**src/hw/rtl/cfpt_pkg.sv**
```systemverilog
package cfpt_pkg;

  // Input transaction: a received byte or a time tick
  typedef struct packed {
    logic       mode;
    logic [7:0] byte_in;
    logic [7:0] elapsed_ms;
  } in_item_t;

  // Result transaction
  typedef struct packed {
    logic [2:0]         report_kind;
    logic [1:0]         current_mode;
    logic               offline_flag;
    logic [7:0]         status_byte;
    logic [7:0]         flag_byte;
    logic signed [15:0] word_a;
    logic signed [15:0] word_b;
    logic signed [15:0] word_c;
    logic signed [15:0] word_d;
    logic [7:0]         period_ms;
  } out_item_t;

  // Item kinds
  localparam logic ITEM_BYTE = 1'b0;
  localparam logic ITEM_TICK = 1'b1;

  // Frame header and type bytes
  localparam logic [7:0] HDR_SYNC0 = 8'hAA;
  localparam logic [7:0] HDR_SYNC1 = 8'h29;
  localparam logic [7:0] HDR_SYNC2 = 8'h05;
  localparam logic [7:0] TYPE_BLOB = 8'h41;
  localparam logic [7:0] TYPE_LINE = 8'h42;
  localparam logic [7:0] TYPE_TAG  = 8'h43;

  // Frame offsets of the fixed fields
  localparam int unsigned POS_HUNT  = 0;
  localparam int unsigned POS_SYNC1 = 1;
  localparam int unsigned POS_SYNC2 = 2;
  localparam int unsigned POS_TYPE  = 3;
  localparam int unsigned POS_LEN   = 4;

  // Kept payload window: frame offsets 5 to 15
  localparam int unsigned STORE_FIRST = 5;
  localparam int unsigned STORE_DEPTH = 11;

  // Report kinds
  localparam logic [2:0] KIND_OFFLINE = 3'd0;
  localparam logic [2:0] KIND_BLOB    = 3'd1;
  localparam logic [2:0] KIND_LINE    = 3'd2;
  localparam logic [2:0] KIND_TAG     = 3'd3;
  localparam logic [2:0] KIND_OTHER   = 3'd4;

  // Link modes
  localparam logic [1:0] MODE_NONE = 2'd0;
  localparam logic [1:0] MODE_BLOB = 2'd1;
  localparam logic [1:0] MODE_LINE = 2'd2;
  localparam logic [1:0] MODE_TAG  = 2'd3;

  // Register indexes
  localparam logic [1:0] REG_LIMIT  = 2'd0;
  localparam logic [1:0] REG_CTR_Y  = 2'd1;
  localparam logic [1:0] REG_CTR_Z  = 2'd2;

  // Register reset values
  localparam logic [15:0] LIMIT_RST = 16'd1000;
  localparam logic [15:0] CTR_Y_RST = 16'd80;
  localparam logic [15:0] CTR_Z_RST = 16'd60;

endpackage

```
**src/hw/rtl/camera_frame_parser_with_timeout_unit.sv**
```systemverilog
// A result is written to the output register on the edge that accepts its input transaction.
// Throughput: one transaction per cycle; the parser and timer update in a single pass
// between the accepting edge and the output register. Input stalls only while a result
// waits in that register and out_ready is low.
// Reset (rst_n, synchronous, active low): parser hunts for sync, timer and offline cleared,
// mode none, registers at limit 1000 ms and tag centers 80 and 60; payload bytes undefined.
module camera_frame_parser_with_timeout_unit
  import cfpt_pkg::*;
#(
  parameter int unsigned MAX_PAYLOAD = 30
) (
  input  logic        clk,
  input  logic        rst_n,
  input  logic        in_valid,
  output logic        in_ready,
  input  in_item_t    in_data,
  output logic        out_valid,
  input  logic        out_ready,
  output out_item_t   out_data,
  input  logic        psel,
  input  logic        penable,
  input  logic        pwrite,
  input  logic [3:0]  paddr,
  input  logic [31:0] pwdata,
  output logic [31:0] prdata,
  output logic        pready
);

  localparam int unsigned POS_W = $clog2(MAX_PAYLOAD + 6);
  localparam int unsigned LEN_W = $clog2(MAX_PAYLOAD + 1);

  // Configuration registers
  logic [15:0] limit_r;
  logic [15:0] ctr_y_r;
  logic [15:0] ctr_z_r;
  logic        cfg_wr;

  // Parser and link state
  logic [POS_W-1:0] pos_r, pos_nxt;
  logic [LEN_W-1:0] len_r, len_nxt;
  logic [7:0]       sum_r, sum_nxt;
  logic [7:0]       type_r, type_nxt;
  logic [7:0]       store_r [STORE_DEPTH];
  logic [7:0]       store_eff [STORE_DEPTH];
  logic [15:0]      timer_r, timer_nxt;
  logic             offline_r, offline_nxt;
  logic [1:0]       mode_r, mode_nxt;

  // Output stage
  logic      out_valid_r;
  out_item_t out_data_r;
  out_item_t res;
  logic      res_valid;
  logic      in_acc;

  logic [POS_W-1:0] frame_end;
  logic [16:0]      timer_sum;
  logic [15:0]      tag_y;
  logic [15:0]      tag_z;
  logic [7:0]       b;

  assign pready   = 1'b1;
  assign cfg_wr   = psel && penable && pwrite && pready;
  assign in_ready = !out_valid_r || out_ready;
  assign in_acc   = in_valid && in_ready;
  assign out_valid = out_valid_r;
  assign out_data  = out_data_r;

  // Write configuration registers
  always_ff @(posedge clk) begin
    if (!rst_n) begin
      limit_r <= LIMIT_RST;
      ctr_y_r <= CTR_Y_RST;
      ctr_z_r <= CTR_Z_RST;
    end else if (cfg_wr) begin
      unique case (paddr[3:2])
        REG_LIMIT: limit_r <= pwdata[15:0];
        REG_CTR_Y: ctr_y_r <= pwdata[15:0];
        REG_CTR_Z: ctr_z_r <= pwdata[15:0];
        default: ;
      endcase
    end
  end

  // Read back configuration registers
  always_comb begin
    unique case (paddr[3:2])
      REG_LIMIT: prdata = {16'd0, limit_r};
      REG_CTR_Y: prdata = {16'd0, ctr_y_r};
      REG_CTR_Z: prdata = {16'd0, ctr_z_r};
      default:   prdata = 32'd0;
    endcase
  end

  assign b         = in_data.byte_in;
  assign frame_end = POS_W'(len_r) + POS_W'(STORE_FIRST);

  // Payload view including the byte being taken now
  always_comb begin
    for (int k = 0; k < STORE_DEPTH; k++) begin
      store_eff[k] = (pos_r == POS_W'(STORE_FIRST + k)) ? b : store_r[k];
    end
  end

  assign tag_y     = ctr_y_r - {store_eff[1], store_eff[2]};
  assign tag_z     = ctr_z_r - {store_eff[3], store_eff[4]};
  assign timer_sum = {1'b0, timer_r} + 17'(in_data.elapsed_ms);

  // Parse a byte or advance the timer
  always_comb begin
    pos_nxt     = pos_r;
    len_nxt     = len_r;
    sum_nxt     = sum_r;
    type_nxt    = type_r;
    timer_nxt   = timer_r;
    offline_nxt = offline_r;
    mode_nxt    = mode_r;
    res_valid   = 1'b0;
    res         = '0;
    if (in_data.mode == ITEM_TICK) begin
      if (timer_r < limit_r) begin
        timer_nxt = timer_sum[16] ? 16'hFFFF : timer_sum[15:0];
      end else begin
        mode_nxt = MODE_NONE;
        if (!offline_r) begin
          offline_nxt      = 1'b1;
          res_valid        = 1'b1;
          res.report_kind  = KIND_OFFLINE;
          res.current_mode = MODE_NONE;
          res.offline_flag = 1'b1;
        end
      end
    end else if (pos_r == POS_W'(POS_HUNT)) begin
      if (b == HDR_SYNC0) begin
        sum_nxt = b;
        pos_nxt = POS_W'(POS_SYNC1);
      end
    end else if (pos_r == POS_W'(POS_SYNC1) || pos_r == POS_W'(POS_SYNC2)) begin
      if (b == ((pos_r == POS_W'(POS_SYNC1)) ? HDR_SYNC1 : HDR_SYNC2)) begin
        sum_nxt = sum_r + b;
        pos_nxt = pos_r + POS_W'(1);
      end else begin
        pos_nxt = POS_W'(POS_HUNT);
      end
    end else if (pos_r == POS_W'(POS_TYPE)) begin
      type_nxt = b;
      sum_nxt  = sum_r + b;
      pos_nxt  = POS_W'(POS_LEN);
    end else if (pos_r == POS_W'(POS_LEN)) begin
      len_nxt = b[LEN_W-1:0];
      if (b <= 8'(MAX_PAYLOAD)) begin
        sum_nxt = sum_r + b;
        pos_nxt = POS_W'(STORE_FIRST);
      end else begin
        pos_nxt = POS_W'(POS_HUNT);
      end
    end else if (pos_r >= frame_end) begin
      pos_nxt = POS_W'(POS_HUNT);
      if (b == sum_r) begin
        // Decode a good frame
        res_valid   = 1'b1;
        timer_nxt   = 16'd0;
        offline_nxt = 1'b0;
        res.report_kind = KIND_OTHER;
        priority if (type_r == TYPE_BLOB) begin
          res.report_kind  = KIND_BLOB;
          res.status_byte  = store_eff[1];
          res.flag_byte    = store_eff[0];
          res.word_a       = {store_eff[2], store_eff[3]};
          res.word_b       = {store_eff[4], store_eff[5]};
          res.period_ms    = store_eff[6];
          mode_nxt         = MODE_BLOB;
        end else if (type_r == TYPE_LINE) begin
          res.report_kind  = KIND_LINE;
          res.status_byte  = store_eff[0];
          res.word_a       = {store_eff[1], store_eff[2]};
          res.word_b       = {store_eff[3], store_eff[4]};
          res.flag_byte    = store_eff[5];
          res.word_c       = {store_eff[6], store_eff[7]};
          res.word_d       = {store_eff[8], store_eff[9]};
          res.period_ms    = store_eff[10];
          mode_nxt         = MODE_LINE;
        end else if (type_r == TYPE_TAG) begin
          res.report_kind  = KIND_TAG;
          res.status_byte  = store_eff[0];
          if (store_eff[0] == 8'd0) begin
            res.word_a = tag_y;
            res.word_b = tag_z;
          end
          mode_nxt         = MODE_TAG;
        end else begin
        end
        res.current_mode = mode_nxt;
        res.offline_flag = 1'b0;
      end
    end else begin
      sum_nxt = sum_r + b;
      pos_nxt = pos_r + POS_W'(1);
    end
  end

  // Hold parser and link state
  always_ff @(posedge clk) begin
    if (!rst_n) begin
      pos_r     <= '0;
      len_r     <= '0;
      sum_r     <= '0;
      type_r    <= '0;
      timer_r   <= '0;
      offline_r <= 1'b0;
      mode_r    <= MODE_NONE;
    end else if (in_acc) begin
      pos_r     <= pos_nxt;
      len_r     <= len_nxt;
      sum_r     <= sum_nxt;
      type_r    <= type_nxt;
      timer_r   <= timer_nxt;
      offline_r <= offline_nxt;
      mode_r    <= mode_nxt;
    end
  end

  // Store the kept payload window
  always_ff @(posedge clk) begin
    if (in_acc && in_data.mode == ITEM_BYTE) begin
      for (int k = 0; k < STORE_DEPTH; k++) begin
        if (pos_r == POS_W'(STORE_FIRST + k)) begin
          store_r[k] <= b;
        end
      end
    end
  end

  // Load the output register, drop it once taken
  always_ff @(posedge clk) begin
    if (!rst_n) begin
      out_valid_r <= 1'b0;
    end else if (in_acc && res_valid) begin
      out_valid_r <= 1'b1;
    end else if (out_ready) begin
      out_valid_r <= 1'b0;
    end
  end

  always_ff @(posedge clk) begin
    if (in_acc && res_valid) begin
      out_data_r <= res;
    end
  end

  // Offline always leaves the mode cleared
  a_offline_mode: assert property (@(posedge clk) disable iff (!rst_n)
    offline_r |-> mode_r == MODE_NONE)
    else $error("offline with nonzero mode");

  // Payload position never passes the checksum byte
  a_pos_bound: assert property (@(posedge clk) disable iff (!rst_n)
    pos_r >= POS_W'(STORE_FIRST) |-> pos_r <= frame_end)
    else $error("parser position beyond frame end");

  // An offline report sets the offline state and fills the output register
  a_offline_report: assert property (@(posedge clk) disable iff (!rst_n)
    in_acc && res_valid && res.report_kind == KIND_OFFLINE |=> offline_r && out_valid_r)
    else $error("offline report without offline state");

  // Empty output stage never stalls the input
  a_ready_free: assert property (@(posedge clk) disable iff (!rst_n)
    !out_valid_r |-> in_ready)
    else $error("input stalled with empty output stage");

endmodule
```
**config.mk**
```make
export PLATFORM = sky130hd
export DESIGN_NAME = camera_frame_parser_with_timeout_unit
export DESIGN_NICKNAME = d
export VERILOG_FILES = /design/src/hw/rtl/cfpt_pkg.sv /design/src/hw/rtl/camera_frame_parser_with_timeout_unit.sv
export SDC_FILE = /design/constraint.sdc
export NUM_CORES = 1
export LEC_CHECK = 0
export BUFFER_PORTS_ARGS = -buffer_cell sky130_fd_sc_hd__buf_2
export CORE_ASPECT_RATIO = 1.25
export CORE_UTILIZATION = 45
export CTS_BUF_LIST = sky130_fd_sc_hd__clkbuf_4 sky130_fd_sc_hd__clkbuf_8
export CTS_CLUSTER_DIAMETER = 80
export DETAILED_ROUTE_END_ITERATION = 6
export GPL_ROUTABILITY_DRIVEN = 0
export SLEW_MARGIN = 20
export SYNTH_ARGS = -nofsm -noshare
export SYNTH_HDL_FRONTEND = slang
export SYNTH_SLANG_ARGS = --single-unit
```
**constraint.sdc**
```tcl
create_clock -name clk -period 9.8 [get_ports clk]
set_input_delay 0.98 -clock clk [delete_from_list [all_inputs] [get_ports clk]]
set_output_delay 0.98 -clock clk [all_outputs]
set_load 0.02 [all_outputs]
```
== Word level (Yosys, flattened, before mapping) ==
Memory sizes are Yosys's and may differ from the RTL's.
Index checks and enable logic that the tools add are counted.

* Register bits: 189
* RAM bits: 88
* Output and inout port bits: 129
* Logic and storage cells: 259
* Memories kept: 1

{| class="wikitable"
|+ Memory list
! memory !! depth !! width !! read ports !! clocked after Yosys merged registers in !! write ports !! RTL line !! RTL
|-
| store_r || 11 || 8 || 11 || 0 || 1 || camera_frame_parser_with_timeout_unit.sv:43 || <nowiki>logic [7:0] store_r [STORE_DEPTH];</nowiki>
|}

* $add $sub $neg: 6
* Order comparisons: 3
* Equal/unequal tests: 33
* Muxes and demuxes: 153
* Bitwise gates (word level): 7
* Reduce and logical (&&, ||, !) cells: 35

{| class="wikitable"
|+ Operators by type and width
! cell !! number
|-
| $mux W94 || 6
|-
| $mux W8 || 33
|-
| $mux W16 || 9
|-
| $mux W32 || 4
|-
| $reduce_or A8 Y1 || 10
|-
| $mux W1 || 64
|-
| $mux W6 || 9
|-
| $eq A6 B4 Y1 const B || 8
|-
| $mux W48 || 1
|-
| $pmux W16 S3 || 1
|-
| $mux W4 || 10
|-
| $mux W40 || 1
|-
| $sub A16 B16 Y16 || 2
|-
| $eq A6 B3 Y1 const B || 4
|-
| $eq A8 B7 Y1 const B || 3
|-
| $mux W2 || 11
|-
| $add A16 B8 Y17 || 1
|-
| $lt A16 B16 Y1 || 1
|-
| $reduce_and A8 Y1 || 2
|-
| $eq A6 B2 Y1 const B || 2
|-
| $mux W3 || 4
|-
| $reduce_and A6 Y1 || 2
|-
| $ne A2 B2 Y1 const B || 5
|-
| $reduce_or A9 Y1 || 1
|-
| other kinds (27) || 43
|}

== Depth between registers and ports, before layout ==
* Depth after elaboration: 17
* Gate-level depth with buffers: 15
* Mapped depth without buffers: 15

== Least setup slack after synthesis ==
OpenSTA, ideal clock, no wires.

* Kind: input to register
* Start: input in_data[13] (netlist name)
* End: register out_data_r, in the netlist out_data[0], enable pin
* Arrival: 6.864 ns
* Data required time: 9.222 ns
* Setup slack: 2.358 ns
* Cell stages on the path: 7
* Cells stage by stage: ha_1 > nor4_1 > and3_1 > o311ai_1 > clkbuf_1 > buf_1 > a21oi_1

* Longest elaborated chain between the ends: 9

{| class="wikitable"
|+ RTL lines
! element !! RTL line !! RTL
|-
| from (decl) || camera_frame_parser_with_timeout_unit.sv:16 || <nowiki>input in_item_t in_data,</nowiki>
|-
| $eq A8 B8 Y1 || camera_frame_parser_with_timeout_unit.sv:159 || <nowiki>if (b == sum_r) begin</nowiki>
|-
| $mux W1 || camera_frame_parser_with_timeout_unit.sv:159 ||
|-
| $mux W1 || camera_frame_parser_with_timeout_unit.sv:157 || <nowiki>end else if (pos_r >= frame_end) begin</nowiki>
|-
| $mux W1 || camera_frame_parser_with_timeout_unit.sv:149 || <nowiki>end else if (pos_r == POS_W'(POS_LEN)) begin</nowiki>
|-
| $mux W1 || camera_frame_parser_with_timeout_unit.sv:145 || <nowiki>end else if (pos_r == POS_W'(POS_TYPE)) begin</nowiki>
|-
| $mux W1 || camera_frame_parser_with_timeout_unit.sv:138 || <nowiki>end else if (pos_r == POS_W'(POS_SYNC1) || pos_r == POS_W'(POS_SYNC2)) begin</nowiki>
|-
| $mux W1 || camera_frame_parser_with_timeout_unit.sv:133 || <nowiki>end else if (pos_r == POS_W'(POS_HUNT)) begin</nowiki>
|-
| $mux W1 || camera_frame_parser_with_timeout_unit.sv:120 || <nowiki>if (in_data.mode == ITEM_TICK) begin</nowiki>
|-
| $logic_and A1 B1 Y1 || camera_frame_parser_with_timeout_unit.sv:246 || <nowiki>if (in_acc && res_valid) begin</nowiki>
|-
| to (signal assigned) || camera_frame_parser_with_timeout_unit.sv:247 || <nowiki>out_data_r <= res;</nowiki>
|-
| to (decl) || camera_frame_parser_with_timeout_unit.sv:51 || <nowiki>out_item_t out_data_r;</nowiki>
|}

No other way between the ends.
A chain may end at the register's enable or synchronous reset.

== Worst setup path after layout ==
* Start: register pos_r[3]
* End: register out_data_r, in the netlist out_data[54], data pin

* Longest elaborated chain between the ends: 7
* Elaborated cells on any way between the ends: 21
* Those cells by class: add/sub: 1; order compare: 1; eq/ne: 7; mux: 7; bitwise: 1; reduce/logical: 4

{| class="wikitable"
|+ RTL lines
! element !! RTL line !! RTL
|-
| from (decl) || camera_frame_parser_with_timeout_unit.sv:39 || <nowiki>logic [POS_W-1:0] pos_r, pos_nxt;</nowiki>
|-
| from (signal assigned) || camera_frame_parser_with_timeout_unit.sv:213 || <nowiki>pos_r <= pos_nxt;</nowiki>
|-
| $eq A6 B4 Y1 or $eq A6 B3 Y1 (tied branches) || camera_frame_parser_with_timeout_unit.sv:101 || <nowiki>store_eff[k] = (pos_r == POS_W'(STORE_FIRST + k)) ? b : store_r[k];</nowiki>
|-
| $mux W8 || camera_frame_parser_with_timeout_unit.sv:101 ||
|-
| $sub A16 B16 Y16 or $logic_not A8 Y1 (tied branches) || camera_frame_parser_with_timeout_unit.sv:106, camera_frame_parser_with_timeout_unit.sv:186 ||
|-
| $mux W32 || camera_frame_parser_with_timeout_unit.sv:186 || <nowiki>if (store_eff[0] == 8'd0) begin</nowiki>
|-
| $mux W32 || camera_frame_parser_with_timeout_unit.sv:183 || <nowiki>end else if (type_r == TYPE_TAG) begin</nowiki>
|-
| $mux W32 || camera_frame_parser_with_timeout_unit.sv:173 || <nowiki>end else if (type_r == TYPE_LINE) begin</nowiki>
|-
| $mux W48 || camera_frame_parser_with_timeout_unit.sv:165 || <nowiki>priority if (type_r == TYPE_BLOB) begin</nowiki>
|}

Several ways; a longest one is shown, not always the timed one.

==> reports/metrics.cfg <==
[status]
outcome = complete, no violations

[detailed_routing]
totalWireLength_mm = 39.1
drt_pass1_iterations = 7
antenna_left = 0
drtIter0Drc = 752
vias_per_cell = 5.58
wl_per_cell_um = 19.0
vias = 11500
drc_errors = 0

[final_layout]
final_common_cell = nand2_1
postLayoutCoreUtil = 0.522
finalNetCount = 1739
area_delta_synth_final_pct = 13.9
final_cell_mix = nand2_1, edfxtp_1, nor2_1
drive_above_1_share = 0.169
fin_area_um2 = 16600
n_antenna_cell = 0

[floorplan]
initial_core_util = 0.458
ios = 189
rows = 73
die_area_um2 = 33200
die_y_um = 203
core_area_um2 = 31900
die_width_um = 163

[power]
switching_share = 0.239
clkPwrFrac = 0.434
p_per_area_nw_per_um2 = 149
power_frac_comb = 0.061
switchingPower_mw = 0.592
ir_drop_uv = 102
seq_power_share = 0.506
p_int_mw = 1.88
leakage_nw = 6.25

[timing]
rsz0062_at_grt = no
tightest_slew_ns = 1.02
min_period_over_period = 0.483
setup_violations = 0
slew_headroom = 0.315
tns_ns = 0
fmax_mhz = 211
setup_slack_ns = 5.07
hold_viol = 0
finClkSkew_ns = 0.0361
min_period_ns = 4.73
finalMaxSlewViolations = 0

[placed_design]
port_buffers = 153
dp_hpwl_mm = 26.8
place_ws_ns = 5.05
place_area_um2 = 15600

[logic_synthesis]
async_flop_share = 0
synth_top_flop_cell = edfxtp_1
ys_seq_elements = 277
avgSynthCellArea_um2 = 9.92
syn-cell-area_um2 = 14600
syn_inst = 1471
synth_edf_count = 182
yosys_warnings = 0
seq_area_frac_synth = 0.505
synth_cell_types = 72

[setup_path]
critPathMaxFanout = 14
end_kind = flip-flop
crit_path_start_kind = flip-flop
required_ns = 10.11
cpMostUsedCell = a211oi_1
slowest_delay_ns = 0.70
path_buf_inv = 1
crit_type = reg -> reg
critPathSlowestCell = dfxtp_1
crit_arrival_ns = 5.04
cpLargestDelayFamily = compound AO/OA/AOI/OAI gates
worstPathCellList = nor2b_1, nand3_1, mux2_2, ha_1, inv_1, fa_1, a211oi_1, o21ai_0, a2111o_1, a311oi_1, o21bai_1, xor2_1, a21oi_1, a211oi_1

[cts]
cts_inserted_buffers = 46
clkSinkCount = 277
cts_buffer_depth = 3
post_cts_buffers = 0
cts_root_buf = clkbuf_8
cts_resized = 0
postCtsHoldBufs = 0
clock_latency_ns = 0.60
cts_tree = built
htree_levels = 2
clkTransAtPathRegs_ns = 0.06

[global_route]
first_global_vias = 10900
grt_usage = 0.236
antenna_found_initial = 1
overflow = 0
grt_max_degree = 65
grt_pass1_wl_mm = 60.2

[hold_path]
hp-class = reg -> reg

[run]
drv_cap = 0

[worst paths after layout]
path	startpoint	endpoint	slack [ns]	cells past startpoint
setup / recovery	pos_r[3]	out_data[54]	5.07	14
hold / removal	timer_r[0]	timer_r[0]	0.47	2
setup reg to reg	pos_r[3]	out_data[54]	5.07	14
hold reg to reg	timer_r[0]	timer_r[0]	0.47	2
[cell families after synthesis]
family | share of synthesized area
AO/OA/AOI/OAI | 0.151
other | 0.000514
buffers and inverters | 0.0441
XOR/XNOR | 0.0264
AND/OR/NAND/NOR | 0.143
flip-flops | 0.505
adder cells (fa/ha/maj) | 0.0663
multiplexers | 0.0640
[synthesized netlist by cell type (all sizes together) (8+ instances only)]
master	count	area, um^2
a211oi	10	90.1
a21o	13	97.6
a21oi	150	751
a31oi	8	50.1
buf	38	228
clkbuf	62	233
dfxtp	95	1900
edfxtp	182	5470
ha	71	888
inv	49	184
mux2i	90	901
nand2	190	713
nand2b	13	81.3
nand3	37	190
nor2	164	621
nor2b	9	56.3
nor3	24	125
nor4	12	90.1
o211ai	11	87.6
o21ai	53	265
o22a	24	210
o22ai	29	181
xnor2	29	254
xor2	15	131
[layout make-up]
cell class / instances / area (um^2)
clock buffers: 59 / 756
inverters: 49 / 184
clock inverters: 27 / 206
fillers: 2883 / 15200
flip-flops and latches: 277 / 7370
repair buffers: 170 / 913
well taps: 412 / 515
multi-input cells: 1060 / 6690
[routing by layer]
metal	share of wire	vias to the layer above	global-route usage	routed length [um]
met1	0.43	5458	0.306	16600
met5	0.00028	-	0	11
met3	0.060	67	0.0380	2360
li1	-	5552	-	-
met2	0.49	384	0.394	19000
met4	0.027	2	0.0888	1070
[state kept, by name (all words and copies together) (netlist names)]
register,cells
len_r,5
mode_r,2
offline_r,1
pos_r,6
ctr_z_r,16
ctr_y_r,16
store_r,88
out_data,94
out_valid,1
limit_r,16
type_r,8
sum_r,8
timer_r,16
[tightest hold or removal path: stages, from the launching register on]
cell and delay, ns:
dfxtp_1 0.32, nand2_1 0.06, a21oi_1 0.05
[power by group through the flow]
| stage | combinational, mW | sequential, mW | clock, mW |
|---|---|---|---|
| 2_1_floorplan | 0.104 | 1.27 | 0 |
| 3_3_place_gp | 0.146 | 1.27 | 0 |
| 3_5_place_dp | 0.149 | 1.27 | 0 |
| 4_1_cts | 0.149 | 1.25 | 1.10 |
| 5_1_grt | 0.166 | 1.25 | 1.14 |
| 6_report | 0.150 | 1.25 | 1.07 |
[metrics by stage]
stage                     instances  total power [mW]  hold slack (ns)
after floorplan                1486              1.38            0.444
after global placement         1967              1.42            0.460
after detailed placement       1967              1.42            0.465
after CTS                      2053              2.50            0.474
after global routing           2054              2.56            0.506
final                          2054              2.47            0.471
Note: power is estimated with default switching activity, not from simulation.
